**src/sbp_pkg.sv**
```systemverilog
// Shared types and constants for the serial byte packetizer.
// Holds the item structs, operation and result codes, and the sequencer states.
// No dependencies.
package sbp_pkg;

  localparam int unsigned OP_W      = 2;
  localparam int unsigned BYTE_W    = 8;
  localparam int unsigned KIND_W    = 2;
  localparam int unsigned PKT_LEN_W = 7;
  localparam int unsigned TIMER_W   = 8;

  localparam logic [OP_W-1:0] OP_BYTE = 2'd0;
  localparam logic [OP_W-1:0] OP_TICK = 2'd1;
  localparam logic [OP_W-1:0] OP_DONE = 2'd2;

  localparam logic [KIND_W-1:0] KIND_REFUSED = 2'd0;
  localparam logic [KIND_W-1:0] KIND_BYTE    = 2'd1;
  localparam logic [KIND_W-1:0] KIND_EMPTY   = 2'd2;

  localparam logic [TIMER_W-1:0] IDLE_TIMEOUT_RESET = 8'd10;

  typedef struct packed {
    logic [OP_W-1:0]   operation;
    logic [BYTE_W-1:0] byte_value;
  } in_item_t;

  typedef struct packed {
    logic [KIND_W-1:0]    kind;
    logic [BYTE_W-1:0]    data;
    logic                 last;
    logic [PKT_LEN_W-1:0] packet_length;
  } out_item_t;

  typedef enum logic [1:0] {
    ST_IDLE,
    ST_READ,
    ST_SHOW
  } state_t;

endpackage

```
**src/sbp_store.sv**
```systemverilog
// Packet byte store: one write port, one read port, registered read data.
// Uses sbp_pkg for the byte width.
module sbp_store #(
  parameter int unsigned DEPTH = 64,
  parameter int unsigned AW    = 6
) (
  input  logic                      clk,
  input  logic                      wr_en,
  input  logic [AW-1:0]             wr_addr,
  input  logic [sbp_pkg::BYTE_W-1:0] wr_data,
  input  logic                      rd_en,
  input  logic [AW-1:0]             rd_addr,
  output logic [sbp_pkg::BYTE_W-1:0] rd_data
);

  logic [sbp_pkg::BYTE_W-1:0] mem [DEPTH];
  logic [sbp_pkg::BYTE_W-1:0] rd_data_r;

  always_ff @(posedge clk) begin
    if (wr_en) begin
      mem[wr_addr] <= wr_data;
    end
  end

  always_ff @(posedge clk) begin
    if (rd_en) begin
      rd_data_r <= mem[rd_addr];
    end
  end

  assign rd_data = rd_data_r;

endmodule

```
**src/sbp_ctrl.sv**
```systemverilog
// Packetizer control: fill count, channel and timer state, packet sequencer,
// result register. Uses sbp_pkg; drives the ports of sbp_store.
module sbp_ctrl #(
  parameter int unsigned PACKET_BYTES = 64,
  parameter int unsigned AW           = 6,
  parameter int unsigned CW           = 7
) (
  input  logic                        clk,
  input  logic                        rst_n,
  input  logic [sbp_pkg::TIMER_W-1:0] timeout,
  input  logic                        in_valid,
  output logic                        in_ready,
  input  sbp_pkg::in_item_t           in_item,
  output logic                        out_valid,
  input  logic                        out_ready,
  output sbp_pkg::out_item_t          out_item,
  output logic                        mem_wr_en,
  output logic [AW-1:0]               mem_wr_addr,
  output logic [sbp_pkg::BYTE_W-1:0]  mem_wr_data,
  output logic                        mem_rd_en,
  output logic [AW-1:0]               mem_rd_addr,
  input  logic [sbp_pkg::BYTE_W-1:0]  mem_rd_data
);

  sbp_pkg::state_t             state_r, state_nxt;
  logic [CW-1:0]               fill_r, fill_nxt;
  logic [CW-1:0]               len_r, len_nxt;
  logic [CW-1:0]               idx_r, idx_nxt;
  logic                        chan_free_r, chan_free_nxt;
  logic                        empty_due_r, empty_due_nxt;
  logic                        armed_r, armed_nxt;
  logic [sbp_pkg::TIMER_W-1:0] remain_r, remain_nxt;
  logic                        out_valid_r, out_valid_nxt;
  sbp_pkg::out_item_t          out_r, out_nxt;

  logic out_free;
  logic accept;
  logic is_byte;
  logic is_tick;
  logic expire;
  logic fills;
  logic stream;
  logic idx_last;

  assign out_free = !out_valid_r || out_ready;
  assign in_ready = (state_r == sbp_pkg::ST_IDLE) && out_free;
  assign accept   = in_valid && in_ready;
  assign is_byte  = in_item.operation == sbp_pkg::OP_BYTE;
  assign is_tick  = in_item.operation == sbp_pkg::OP_TICK;
  assign expire   = is_tick && armed_r && (remain_r == '0);
  assign fills    = is_byte && chan_free_r && (fill_r == CW'(PACKET_BYTES - 1));
  assign stream   = fills || (expire && (fill_r != '0));
  assign idx_last = (idx_r + CW'(1)) == len_r;

  always_comb begin
    state_nxt = state_r;
    case (state_r)
      sbp_pkg::ST_IDLE: begin
        if (accept && stream) begin
          state_nxt = sbp_pkg::ST_READ;
        end
      end
      sbp_pkg::ST_READ: begin
        state_nxt = sbp_pkg::ST_SHOW;
      end
      sbp_pkg::ST_SHOW: begin
        if (out_free) begin
          state_nxt = idx_last ? sbp_pkg::ST_IDLE : sbp_pkg::ST_READ;
        end
      end
      default: begin
        state_nxt = sbp_pkg::ST_IDLE;
      end
    endcase
  end

  always_comb begin
    fill_nxt      = fill_r;
    len_nxt       = len_r;
    idx_nxt       = idx_r;
    chan_free_nxt = chan_free_r;
    empty_due_nxt = empty_due_r;
    armed_nxt     = armed_r;
    remain_nxt    = remain_r;
    out_valid_nxt = out_valid_r && !out_ready;
    out_nxt       = out_r;
    mem_wr_en     = 1'b0;
    mem_wr_addr   = fill_r[AW-1:0];
    mem_wr_data   = in_item.byte_value;
    mem_rd_en     = 1'b0;
    mem_rd_addr   = idx_r[AW-1:0];
    case (state_r)
      sbp_pkg::ST_IDLE: begin
        if (accept) begin
          case (in_item.operation)
            sbp_pkg::OP_BYTE: begin
              if (!chan_free_r) begin
                out_valid_nxt = 1'b1;
                out_nxt.kind          = sbp_pkg::KIND_REFUSED;
                out_nxt.data          = '0;
                out_nxt.last          = 1'b1;
                out_nxt.packet_length = '0;
              end else begin
                mem_wr_en  = 1'b1;
                fill_nxt   = fill_r + CW'(1);
                armed_nxt  = 1'b1;
                remain_nxt = timeout;
                if (fills) begin
                  chan_free_nxt = 1'b0;
                  empty_due_nxt = 1'b1;
                  fill_nxt      = '0;
                  len_nxt       = CW'(PACKET_BYTES);
                  idx_nxt       = '0;
                end
              end
            end
            sbp_pkg::OP_TICK: begin
              if (armed_r) begin
                if (remain_r != '0) begin
                  remain_nxt = remain_r - sbp_pkg::TIMER_W'(1);
                end else begin
                  armed_nxt = 1'b0;
                  if (empty_due_r || (fill_r != '0)) begin
                    chan_free_nxt = 1'b0;
                    empty_due_nxt = 1'b0;
                    fill_nxt      = '0;
                    len_nxt       = fill_r;
                    idx_nxt       = '0;
                    if (fill_r == '0) begin
                      out_valid_nxt = 1'b1;
                      out_nxt.kind          = sbp_pkg::KIND_EMPTY;
                      out_nxt.data          = '0;
                      out_nxt.last          = 1'b1;
                      out_nxt.packet_length = '0;
                    end
                  end
                end
              end
            end
            sbp_pkg::OP_DONE: begin
              chan_free_nxt = 1'b1;
            end
            default: begin
            end
          endcase
        end
      end
      sbp_pkg::ST_READ: begin
        mem_rd_en = 1'b1;
      end
      sbp_pkg::ST_SHOW: begin
        if (out_free) begin
          out_valid_nxt = 1'b1;
          out_nxt.kind          = sbp_pkg::KIND_BYTE;
          out_nxt.data          = mem_rd_data;
          out_nxt.last          = idx_last;
          out_nxt.packet_length = sbp_pkg::PKT_LEN_W'(len_r);
          idx_nxt               = idx_r + CW'(1);
        end
      end
      default: begin
      end
    endcase
  end

  always_ff @(posedge clk) begin
    if (!rst_n) begin
      state_r     <= sbp_pkg::ST_IDLE;
      fill_r      <= '0;
      chan_free_r <= 1'b1;
      empty_due_r <= 1'b0;
      armed_r     <= 1'b0;
      remain_r    <= '0;
      out_valid_r <= 1'b0;
    end else begin
      state_r     <= state_nxt;
      fill_r      <= fill_nxt;
      chan_free_r <= chan_free_nxt;
      empty_due_r <= empty_due_nxt;
      armed_r     <= armed_nxt;
      remain_r    <= remain_nxt;
      out_valid_r <= out_valid_nxt;
    end
  end

  always_ff @(posedge clk) begin
    len_r <= len_nxt;
    idx_r <= idx_nxt;
    out_r <= out_nxt;
  end

  assign out_valid = out_valid_r;
  assign out_item  = out_r;

endmodule

```
**src/serial_byte_packetizer_idle_flush.sv**
```systemverilog
// A refused or empty-packet item shows in the cycle after it is taken.
// A packet of N bytes streams from the byte store a byte at a time: read in
// ST_READ, then registered as a result in ST_SHOW. Throughput: one item per
// cycle while no packet streams and no result stalls; else input stalls.
// Reset: synchronous, active low; clears control state, timeout returns to 10.
// Store contents are not cleared; only written entries are read.
module serial_byte_packetizer_idle_flush #(
  parameter int unsigned PACKET_BYTES = 64
) (
  input  logic                               clk,
  input  logic                               rst_n,
  input  logic                               cfg_wr_en,
  input  logic [sbp_pkg::TIMER_W-1:0]        cfg_wr_data,
  input  logic                               in_valid,
  output logic                               in_ready,
  input  sbp_pkg::in_item_t                  in_item,
  output logic                               out_valid,
  input  logic                               out_ready,
  output sbp_pkg::out_item_t                 out_item
);

  localparam int unsigned AW = $clog2(PACKET_BYTES);
  localparam int unsigned CW = $clog2(PACKET_BYTES + 1);

  logic [sbp_pkg::TIMER_W-1:0] timeout_r;
  logic                        mem_wr_en;
  logic [AW-1:0]               mem_wr_addr;
  logic [sbp_pkg::BYTE_W-1:0]  mem_wr_data;
  logic                        mem_rd_en;
  logic [AW-1:0]               mem_rd_addr;
  logic [sbp_pkg::BYTE_W-1:0]  mem_rd_data;

  always_ff @(posedge clk) begin
    if (!rst_n) begin
      timeout_r <= sbp_pkg::IDLE_TIMEOUT_RESET;
    end else if (cfg_wr_en) begin
      timeout_r <= cfg_wr_data;
    end
  end

  sbp_ctrl #(
    .PACKET_BYTES(PACKET_BYTES),
    .AW          (AW),
    .CW          (CW)
  ) u_ctrl (
    .clk        (clk),
    .rst_n      (rst_n),
    .timeout    (timeout_r),
    .in_valid   (in_valid),
    .in_ready   (in_ready),
    .in_item    (in_item),
    .out_valid  (out_valid),
    .out_ready  (out_ready),
    .out_item   (out_item),
    .mem_wr_en  (mem_wr_en),
    .mem_wr_addr(mem_wr_addr),
    .mem_wr_data(mem_wr_data),
    .mem_rd_en  (mem_rd_en),
    .mem_rd_addr(mem_rd_addr),
    .mem_rd_data(mem_rd_data)
  );

  sbp_store #(
    .DEPTH(PACKET_BYTES),
    .AW   (AW)
  ) u_store (
    .clk    (clk),
    .wr_en  (mem_wr_en),
    .wr_addr(mem_wr_addr),
    .wr_data(mem_wr_data),
    .rd_en  (mem_rd_en),
    .rd_addr(mem_rd_addr),
    .rd_data(mem_rd_data)
  );

endmodule

```
**config.mk**
```make
export PLATFORM = sky130hd
export DESIGN_NAME = serial_byte_packetizer_idle_flush
export DESIGN_NICKNAME = d
export VERILOG_FILES = /design/src/sbp_pkg.sv /design/src/sbp_store.sv /design/src/sbp_ctrl.sv /design/src/serial_byte_packetizer_idle_flush.sv
export SDC_FILE = /design/constraint.sdc
export NUM_CORES = 1
export LEC_CHECK = 0
export ABC_AREA = 1
export BUFFER_PORTS_ARGS = -buffer_cell sky130_fd_sc_hd__buf_2
export CORE_UTILIZATION = 40
export DETAILED_ROUTE_END_ITERATION = 16
export HOLD_SLACK_MARGIN = 0.1
export SYNTH_ARGS = -nofsm -noshare
export SYNTH_HDL_FRONTEND = slang
export SYNTH_SLANG_ARGS = --single-unit
```
**constraint.sdc**
```tcl
create_clock -name clk -period 2.9 [get_ports clk]
set_input_delay 0 -clock clk [delete_from_list [all_inputs] [get_ports clk]]
set_output_delay 0 -clock clk [all_outputs]
set_load 0.03 [all_outputs]
```
==> impl_metrics.yaml, run 1 <==
floorplan:
  start_util_pct: 40.4
  ios: 43
  core_um2: 60200
  die_area_um2: 61900
  die_w_um: 249
  die_h_um: 249
  fp-row-count: 90
pwr:
  powerDensity_nw_per_um2: 617
  peakVddDrop_v: 0.000393
  p_leak_nw: 10.6
synth:
  netlist_area_um2: 24400
  syn_avg_cell_area_um2: 11.0
  synth_common_cells: "808 x nand2_1, 552 x edfxtp_1, 307 x nand3_1"
  synth_top_family_by_area: "simple AND/OR/NAND/NOR gates"
  ys_ff_latch: 581
  async_flop_share_pct: 0
  synth_xor_area_share_pct: 0.108
  synth_cell_types: 36
  yosys_warnings: 0
  synthSimpleGateAreaFrac_pct: 22.2
  synth_top_area_share_pct: 68.0
  synth_area_leaders: "edfxtp_1 68%, nand2_1 12%, nand3_1 6.3%"
  synth_fp_nets: 2237
  synth.most_common_cell: "nand2_1"
  synth-seq-area-share_pct: 70.4
  synth_compound_area_share_pct: 3.12
  synthAdderAreaFrac_pct: 0.462
  synth_top_area_cell: "edfxtp_1"
  muxShareOfSynthArea_pct: 0
  ys.flop_type: "edfxtp_1"
  synth_edf_count: 552
  syn-instance-count: 2205
clock_network:
  cts_made_buffers: 59
  cts_tree: "done"
  htree_levels: 2
  clk_pin_slew_ns: 0.06
  cts_root_buf: "clkbuf_16"
  cts_num_sinks: 581
  clk_latency_ns: 0.62
  postCtsResizedCells: 0
  cts_max_path_buffers: 3
timing:
  max_slew_margin_pct: 26.1
  fin_setup_tns_ns: 0
  tightest_slew_ns: 1.11
  rsz0062_at_grt: "no"
  finClkSkew_ns: 0.0147
  fin_ws_ns: 0.403
  hold_viol: 0
  fmax_ghz: 0.400
  setup_viol: 0
  slew_viol_final: 0
  finalCritPeriodShare_pct: 86.1
  min_period_ns: 2.50
critical_path:
  crit_fanout: 64
  r2r_slack_ns: 0.40
  worstPathRequired_ns: 3.39
  setup.worst_path.class: "flip-flop to flip-flop"
  cp-start-kind: "flip-flop"
  arrival_ns: 2.98
  endpoint_kind: "flip-flop"
layout:
  finalNetCount: 2368
  syn_to_final_growth_pct: 15.3
  drive_gt1_share_pct: 11.3
hold_path:
  min_path_type: "primary input to flip-flop"
route:
  vias: 16456
  wl_um: 63800
  avgViaCountPerCell: 5.20
  final_antenna_net_count: 0
  post_drt_wl_per_cell_um: 20.1
  drtPass1Iterations: 5
  drc: 0
  first_iter_violations: 1634
placement:
  io_buffers: 42
  dp_slack_ns: 0.486
  place.gp.congestion: 0.850
  hpwl_um: 38100
grt:
  track_usage_pct: 20.6
  grt_pass1_wl_um: 97900
  antenna_found_initial: 0
  first_global_vias: 16433
  grt.overflow.total: 0
  grt_max_degree: 93
run_status:
  status: "complete, no violations"
job:
  cap_violations: 0
cell usage in the layout, fill, tap and decap left out, types with 2 or more instances in the layout:
master and count:
nand2_1 808, edfxtp_1 552, nand3_1 307, nor2_1 128, buf_4 96, a21oi_1 92
inv_1 63, clkbuf_16 61, buf_2 42, dlygate4sd3_1 36, dfxtp_1 29, o21ai_0 26
clkinv_1 16, clkinv_2 15, buf_12 11, clkbuf_1 10, o211ai_1 9, ha_1 9
inv_2 8, a21boi_0 8, nand3_2 7, nor2_2 6, nand4_1 6, nor2_4 5
bufinv_16 4, nand3_4 3, inv_6 3, nor3_1 3, xor2_1 3, nand2_4 2
nand2_2 2, o21ai_1 2, clkinvlp_4 2
stage by stage:
stage / std cells / hold slack [ns] / cell area, um^2 / utilization [%] / total power, mW
2_1_floorplan: 2205 / 0.0989 / 24400 / - / 9.82
3_3_place_gp: 3021 / 0.217 / 25900 / 42.9 / 10.2
3_5_place_dp: 3021 / 0.224 / 25900 / 42.9 / 10.2
4_1_cts: 3164 / 0.130 / 28100 / 46.6 / 17.4
5_1_grt: 3164 / 0.160 / 28100 / 46.6 / 17.8
6_report: 3165 / 0.141 / 28100 / 46.6 / 17.3
kinds of logic (layout without fill, tap and decap cells):
| kind of cell | after synthesis | count (layout) |
|---|---|---|
| other | 0 | 1 |
| adders and majority gates | 9 | 9 |
| buffers and inverters | 190 | 367 |
| and+or+nand+nor | 1281 | 1281 |
| DFF | 581 | 581 |
| AOI/OAI and AO/OA | 141 | 141 |
| xor gates and xnor gates | 3 | 3 |
sequential cells by signal, summed over array words and instances (netlist names):
| signal | cells |
|---|---|
| u_ctrl.out_valid | 1 |
| u_ctrl.remain_r | 8 |
| u_ctrl.out_item | 18 |
| timeout_r | 8 |
| u_ctrl.state_r | 2 |
| u_ctrl.chan_free_r | 1 |
| u_ctrl.empty_due_r | 1 |
| u_ctrl.len_r | 7 |
| u_ctrl.armed_r | 1 |
| u_store.mem | 512 |
| u_ctrl.idx_r | 7 |
| u_ctrl.fill_r | 7 |
| u_store.rd_data | 8 |
area by class of cell:
| type | instances | area [um^2] |
|---|---|---|
| clock inverter | 36 | 277 |
| clock buffer | 71 | 1560 |
| inverter | 75 | 287 |
| timing repair buffer | 185 | 1510 |
| fill | 5430 | 32200 |
| antenna | 1 | 2.50 |
| multi-input combinational | 1434 | 6300 |
| tap | 782 | 978 |
| sequential | 581 | 17200 |
power breakdown:
part	internal (mW)	total (mW)	leakage [nW]	switching (mW)
Sequential	9.21	9.23	5.22	0.0243
Clock	4.17	7.31	0.908	3.14
Combinational	0.224	0.794	4.46	0.570
Total	13.6	17.3	10.6	3.73
path summary, 6_finish.rpt:
kind / startpoint / endpoint / cells after the start
max: u_ctrl.idx_r[1]$_SDFFCE_PN0P_ / u_store.rd_data[0]$_DFFE_PN_ / 7
min reg2reg: u_ctrl.fill_r[6]$_SDFFE_PN0P_ / u_ctrl.fill_r[6]$_SDFFE_PN0P_ / 2
min: in_item[3] / u_store.mem[39][3]$_DFFE_PP_ / 2
max reg2reg: u_ctrl.idx_r[1]$_SDFFCE_PN0P_ / u_store.rd_data[0]$_DFFE_PN_ / 7
worst max-delay path, cell delays in order (launching register included):
cell	delay, ns
edfxtp_1	0.59
nor2_8	0.80
a21oi_1	0.20
nand3_1	0.18
nand3_1	0.26
nand2_1	0.14
nand2_1	0.05
nand2_1	0.07
metal layers:
layer  wire [um]  global-route usage (%)  part of all wire [%]
met1       27300                    27.6                    43
met2       30500                    34.4                    48
met3        3990                    2.97                   6.3
met4        2020                    7.35                   3.2
met5           0                       0                     0
repair_timing:
item | in CTS | in global routing
endpoints found under the hold margin | 180 | 0
hold buffers | 36 | 0
buffers inserted | 0 | 0
(Power assumes the default switching activity.)
==> run 2, diff against run 1 <==
Settings changed: REMOVE_ABC_BUFFERS set to 1.
==> run 2 against run 1 <==
Net effect:
- setup slack worse by 0.23 ns
- largest power group unchanged
- the run now ends with DRC left
- critical path depth up 3
- design area up 0.53%
- largest cell class unchanged
==> impl_metrics.yaml, run 2 (same netlist as run 1, synthesis figures left out) <==
run_status:
  status: "finished, violations left"
  violations: "DRC"
placement:
  io_buffers: 42
  place.gp.congestion: 0.905
  hpwl_um: 39800
  placedCellCount: 3003
  placed_area_um2: 25800
job:
  cap_violations: 0
clock_network:
  clk_pin_slew_ns: 0.07
  cts_tree: "done"
  cts_max_path_buffers: 3
  clk_latency_ns: 0.64
  cts_num_sinks: 581
  cts_setup_buffers: 0
  cts_made_buffers: 59
  htree_levels: 2
  cts_root_buf: "clkbuf_16"
route:
  drtPass1Iterations: 12
  drc: 1
  first_iter_violations: 1836
  final_antenna_net_count: 0
  wl_um: 65000
  post_drt_wl_per_cell_um: 20.6
  avgViaCountPerCell: 5.30
  vias: 16727
timing:
  fin_setup_tns_ns: 0
  min_period_ns: 2.73
  tightest_slew_ns: 1.06
  rsz0062_at_grt: "no"
  finClkSkew_ns: 0.0311
  slew_viol_final: 0
  max_slew_margin_pct: 29.3
  fmax_ghz: 0.366
  finalCritPeriodShare_pct: 94.2
  setup_viol: 0
  hold_viol: 0
critical_path:
  arrival_ns: 3.24
  setup.worst_path.class: "flip-flop to flip-flop"
  endpoint_kind: "flip-flop"
  crit_fanout: 6
  worstPathRequired_ns: 3.41
  cp-start-kind: "flip-flop"
grt:
  grt.overflow.total: 0
  first_global_vias: 16892
  grt_pass1_wl_um: 100000
  grt_max_degree: 103
  track_usage_pct: 21.1
  antenna_found_initial: 0
layout:
  stdcell_count: 3154
  drive_gt1_share_pct: 11.1
  utilization_pct: 46.8
  layout_common_cells: "808 x nand2_1, 552 x edfxtp_1, 307 x nand3_1"
  num_antenna_cells: 0
  layout_commonest_cell: "nand2_1"
  final_area_um2: 28200
  nFillCells: 5344
  largest_register: "u_store.mem"
  finalNetCount: 2353
  largest_reg_flops: 512
  syn_to_final_growth_pct: 15.9
floorplan:
  start_util_pct: 40.4
  fp-row-count: 90
  core_um2: 60200
  die_area_um2: 61900
  die_w_um: 249
  die_h_um: 249
  ios: 43
pwr:
  peakVddDrop_v: 0.000446
  power_mw: 18.1
  powerDensity_nw_per_um2: 642
  p_leak_nw: 10.6
hold_path:
  min_path_type: "primary input to flip-flop"
## run 2: cell types whose count changed in the layout (fill, tap and decap cells not counted), moves of 2 or more
cell,delta
buf_4,-20
bufinv_16,+7
clkinv_1,-4
dlygate4sd3_1,+3
buf_12,+2
clkbuf_1,-2
clkbuf_8,+2
clkinv_2,-2
clkinv_4,+2
clkinvlp_4,+2
## run 2: through the flow
| stage | hold WS, ns | worst slack (ns) |
|---|---|---|
| global placement | 0.223 | 0.317 |
| finish | 0.176 | 0.168 |
| global route | 0.179 | 0.0243 |
| detailed placement | 0.231 | 0.306 |
| floorplan | 0.0841 | -6.26 |
| CTS | 0.144 | 0.118 |
## run 2: where the power goes
part	internal, mW	leakage (nW)	switching (mW)	total [mW]
logic	0.228	4.39	0.584	0.812
registers	9.21	5.22	0.0282	9.24
clock network	4.82	1.01	3.24	8.06
total	14.3	10.6	3.85	18.1
## run 2: final timing paths
check	endpoint	slack [ns]	cells after the start	startpoint
min reg2reg	u_ctrl.fill_r[6]$_SDFFE_PN0P_	0.48	2	u_ctrl.fill_r[6]$_SDFFE_PN0P_
min	u_store.mem[32][3]$_DFFE_PP_	0.18	2	in_item[3]
max	u_ctrl.empty_due_r$_SDFFE_PN0P_	0.17	10	u_ctrl.fill_r[0]$_SDFFE_PN0P_
max reg2reg	u_ctrl.empty_due_r$_SDFFE_PN0P_	0.17	10	u_ctrl.fill_r[0]$_SDFFE_PN0P_
## run 2: repair_timing
item,CTS,global route
endpoints found under the hold margin,302,0
hold buffers,39,0
endpoints found under the setup margin,0,1
gates resized for setup,0,1
## run 2: layout make-up
| cell class | instances | area [um^2] | share of cell area [%] |
|---|---|---|---|
| Clock buffer | 70 | 1560 | 5.52 |
| Clock inverter | 42 | 510 | 1.81 |
| Inverter | 75 | 287 | 1.02 |
| Multi-Input combinational cell | 1434 | 6300 | 22.3 |
| Sequential cell | 581 | 17200 | 60.8 |
| Tap cell | 782 | 978 | 3.47 |
| Timing Repair Buffer | 170 | 1430 | 5.07 |
## run 2: layer usage
layer	routed length [um]	share of wire [%]	vias to the layer above	global-route usage, %
met5	0	0	-	0
met4	2420	3.7	0	8.34
met3	4620	7.1	160	3.28
met2	30900	48	650	34.5
met1	27100	42	8113	28.2
li1	-	-	7804	-
## run 2: worst max-delay path, cell delays in order (launching register included)
cell	delay, ns
dfxtp_1	0.51
ha_1	0.22
nand2_1	0.05
inv_1	0.13
nand4_2	0.22
nand2_1	0.16
nand4_1	0.10
nand2_1	0.07
dlygate4sd3_1	0.55
nor2_1	0.05
dlygate4sd3_1	0.55
==> run 3, diff against run 2 <==
Settings changed: SYNTH_HIERARCHICAL set to 1.
==> run 3 against run 2 <==
Net effect:
- the run now ends clean
- setup slack better by 0.065 ns
- final cell count is 1.4% higher
- clock power decreased by 8.6%
- sequential cell count stayed put
- clock-buffer cell count rose by 1
- synthesized cell count grew 2.8%
- largest cell class unchanged
- largest power group unchanged
- highest routed layer unchanged
==> impl_metrics.yaml, run 3 <==
clock_network:
  clk_pin_slew_ns: 0.06
  cts_setup_buffers: 0
  clk_latency_ns: 0.62
  cts_made_buffers: 58
  cts_max_path_buffers: 3
  cts_tree: "done"
  cts_root_buf: "clkbuf_16"
  cts_num_sinks: 581
  htree_levels: 2
critical_path:
  crit_family: "buffers and inverters"
  endpoint_kind: "flip-flop"
  crit_fanout: 11
  cp_num_buf_inv: 3
  cp-start-kind: "flip-flop"
  arrival_ns: 3.16
  cp_cell_sequence: "inv_1 -> ha_1 -> nand3_1 -> o21ai_1 -> a21oi_4 -> nand2_1 -> nand2_1 -> dlygate4sd3_1 -> a21oi_2 -> dlygate4sd3_1"
  cpMaxStageDelayCell: "dlygate4sd3_1"
  worstPathRequired_ns: 3.40
  cpPeakStageDelay_ns: 0.56
  setup.worst_path.class: "flip-flop to flip-flop"
timing:
  fmax_ghz: 0.375
  rsz0062_at_grt: "no"
  holdWs_ns: 0.122
  tightest_slew_ns: 1.21
  finClkSkew_ns: 0.0154
  max_slew_margin_pct: 19.0
  setup_viol: 0
  slew_viol_final: 0
  hold_viol: 0
  min_period_ns: 2.67
  finalCritPeriodShare_pct: 92.0
  fin_ws_ns: 0.233
pwr:
  switching_share_pct: 21.2
  internal_power_mw: 13.8
  p_leak_nw: 10.6
  peakVddDrop_v: 0.000372
  pwr-share-clk_pct: 42.0
  p_seq_share_pct: 52.9
  powerDensity_nw_per_um2: 617
  switching_power_mw: 3.72
  power_frac_comb_pct: 5.1
grt:
  grt_max_degree: 105
  first_global_vias: 16197
  grt.overflow.total: 0
  antenna_found_initial: 0
  grt_pass1_wl_um: 95300
  track_usage_pct: 19.7
floorplan:
  core_um2: 60800
  ios: 43
  start_util_pct: 40.8
  die_h_um: 251
  die_area_um2: 63000
  fp-row-count: 90
  die_w_um: 251
hold_path:
  min_path_type: "primary input to flip-flop"
route:
  first_iter_violations: 1599
  met3_wirelength_um: 4490
  drtPass1Iterations: 6
  routed-wl-met2_um: 28800
  drc: 0
  final_antenna_net_count: 0
  avgViaCountPerCell: 5.24
  wl_um: 61800
  vias: 16766
  wl_met1_um: 27200
  post_drt_wl_per_cell_um: 19.3
  dr.max_layer_used: "met4"
layout:
  num_antenna_cells: 0
  syn_to_final_growth_pct: 14.4
  multiInputGateArea_um2: 6400
  stdcell_count: 3198
  regArea_um2: 17200
  final_area_um2: 28400
  layout_commonest_cell: "nand2_1"
  largest_register: "u_store/mem"
  finalNetCount: 2408
  largest_reg_flops: 512
  drive_gt1_share_pct: 10.4
  layout_common_cells: "753 x nand2_1, 552 x edfxtp_1, 468 x nand3_1"
  nFillCells: 5447
synth:
  async_flop_share_pct: 0
  ys.flop_type: "edfxtp_1"
  synth_area_leaders: "edfxtp_1 67%, nand2_1 11%, nand3_1 9.4%"
  syn_avg_cell_area_um2: 11.0
  syn-instance-count: 2266
  synth.most_common_cell: "nand2_1"
  synth_common_cells: "753 x nand2_1, 552 x edfxtp_1, 468 x nand3_1"
  netlist_area_um2: 24800
  synth_cell_types: 37
  synth_edf_count: 552
  synth-seq-area-share_pct: 69.1
  ys_ff_latch: 581
  synth_top_area_share_pct: 66.8
  synth_top_area_cell: "edfxtp_1"
  yosys_warnings: 6
placement:
  hpwl_um: 37500
  io_buffers: 42
  place.gp.congestion: 0.874
  dp_slack_ns: 0.504
  placedCellCount: 3053
  placed_area_um2: 26100
job:
  cap_violations: 0
run_status:
  status: "complete, no violations"
## run 3: cell types whose count changed in the layout (fill, tap and decap cells not counted), sizes merged, moves of 5 or more
| cell | change |
|---|---|
| nor3 | +12 |
| o21ai | -7 |
| nand3 | +153 |
| inv | +15 |
| a21boi | -8 |
| bufinv | -5 |
| buf | +17 |
| clkinv | -7 |
| nand2 | -55 |
| o211ai | -9 |
| a21oi | -72 |
| dlygate4sd3 | +6 |
## run 3: worst paths after layout
path	from	endpoint	slack, ns	cells past startpoint
worst min register to register	u_ctrl/empty_due_r$_SDFFE_PN0P_	u_ctrl/empty_due_r$_SDFFE_PN0P_	0.51	2
worst min-delay path	in_item[1]	u_store/mem[12][1]$_DFFE_PP_	0.12	1
worst max-delay path	u_ctrl/remain_r[0]$_SDFFE_PN0P_	u_ctrl/remain_r[7]$_SDFFE_PN0P_	0.23	10
worst max register to register	u_ctrl/remain_r[0]$_SDFFE_PN0P_	u_ctrl/remain_r[7]$_SDFFE_PN0P_	0.23	10
## run 3: kinds of logic (layout without fill, tap and decap cells)
group,after synthesis,count (layout),synth area share (%)
adder cells (fa/ha/maj),9,9,0.454
flip-flops,581,581,69.1
AO/OA/AOI/OAI,44,44,1.02
XOR/XNOR,6,6,0.212
AND/OR/NAND/NOR,1394,1394,24.0
buffers and inverters,232,382,5.16
## run 3: final cells by class
| type | instances | share of cell area (%) |
|---|---|---|
| clock inverter | 29 | 1.00 |
| timing repair buffer | 193 | 5.88 |
| multi-input combinational | 1453 | 22.5 |
| sequential | 581 | 60.4 |
| inverter | 89 | 1.20 |
| clock buffer | 71 | 5.51 |
| tap | 782 | 3.45 |
## run 3: routing by layer
layer	global-route usage [%]	vias to the layer above
li1	-	7972
met1	27.4	8109
met2	31.5	587
met3	3.77	98
met4	5.44	0
met5	0	-
## run 3: stage by stage
| stage | setup TNS (ns) | utilization [%] | power [mW] |
|---|---|---|---|
| after floorplan | -62.97 | - | 9.89 |
| after global placement | 0 | 42.9 | 10.3 |
| after detailed placement | 0 | 42.9 | 10.3 |
| after CTS | 0 | 46.7 | 17.6 |
| after global routing | 0 | 46.7 | 18.1 |
| final | 0 | 46.7 | 17.5 |
## run 3: what timing repair did
action / 4_1_cts / 5_1_grt
setup endpoints to repair: 0 / 1
hold endpoints to repair: 289 / 0
gates resized for setup: 0 / 2
hold buffers: 45 / 0
## run 3: power by group through the flow
stage	Combinational [mW]	Clock (mW)	Sequential, mW
after floorplan	0.411	0	9.48
after detailed placement	0.839	0	9.44
after CTS	0.890	7.50	9.26
after global placement	0.825	0	9.43
after global routing	0.986	7.81	9.26
final	0.896	7.37	9.26
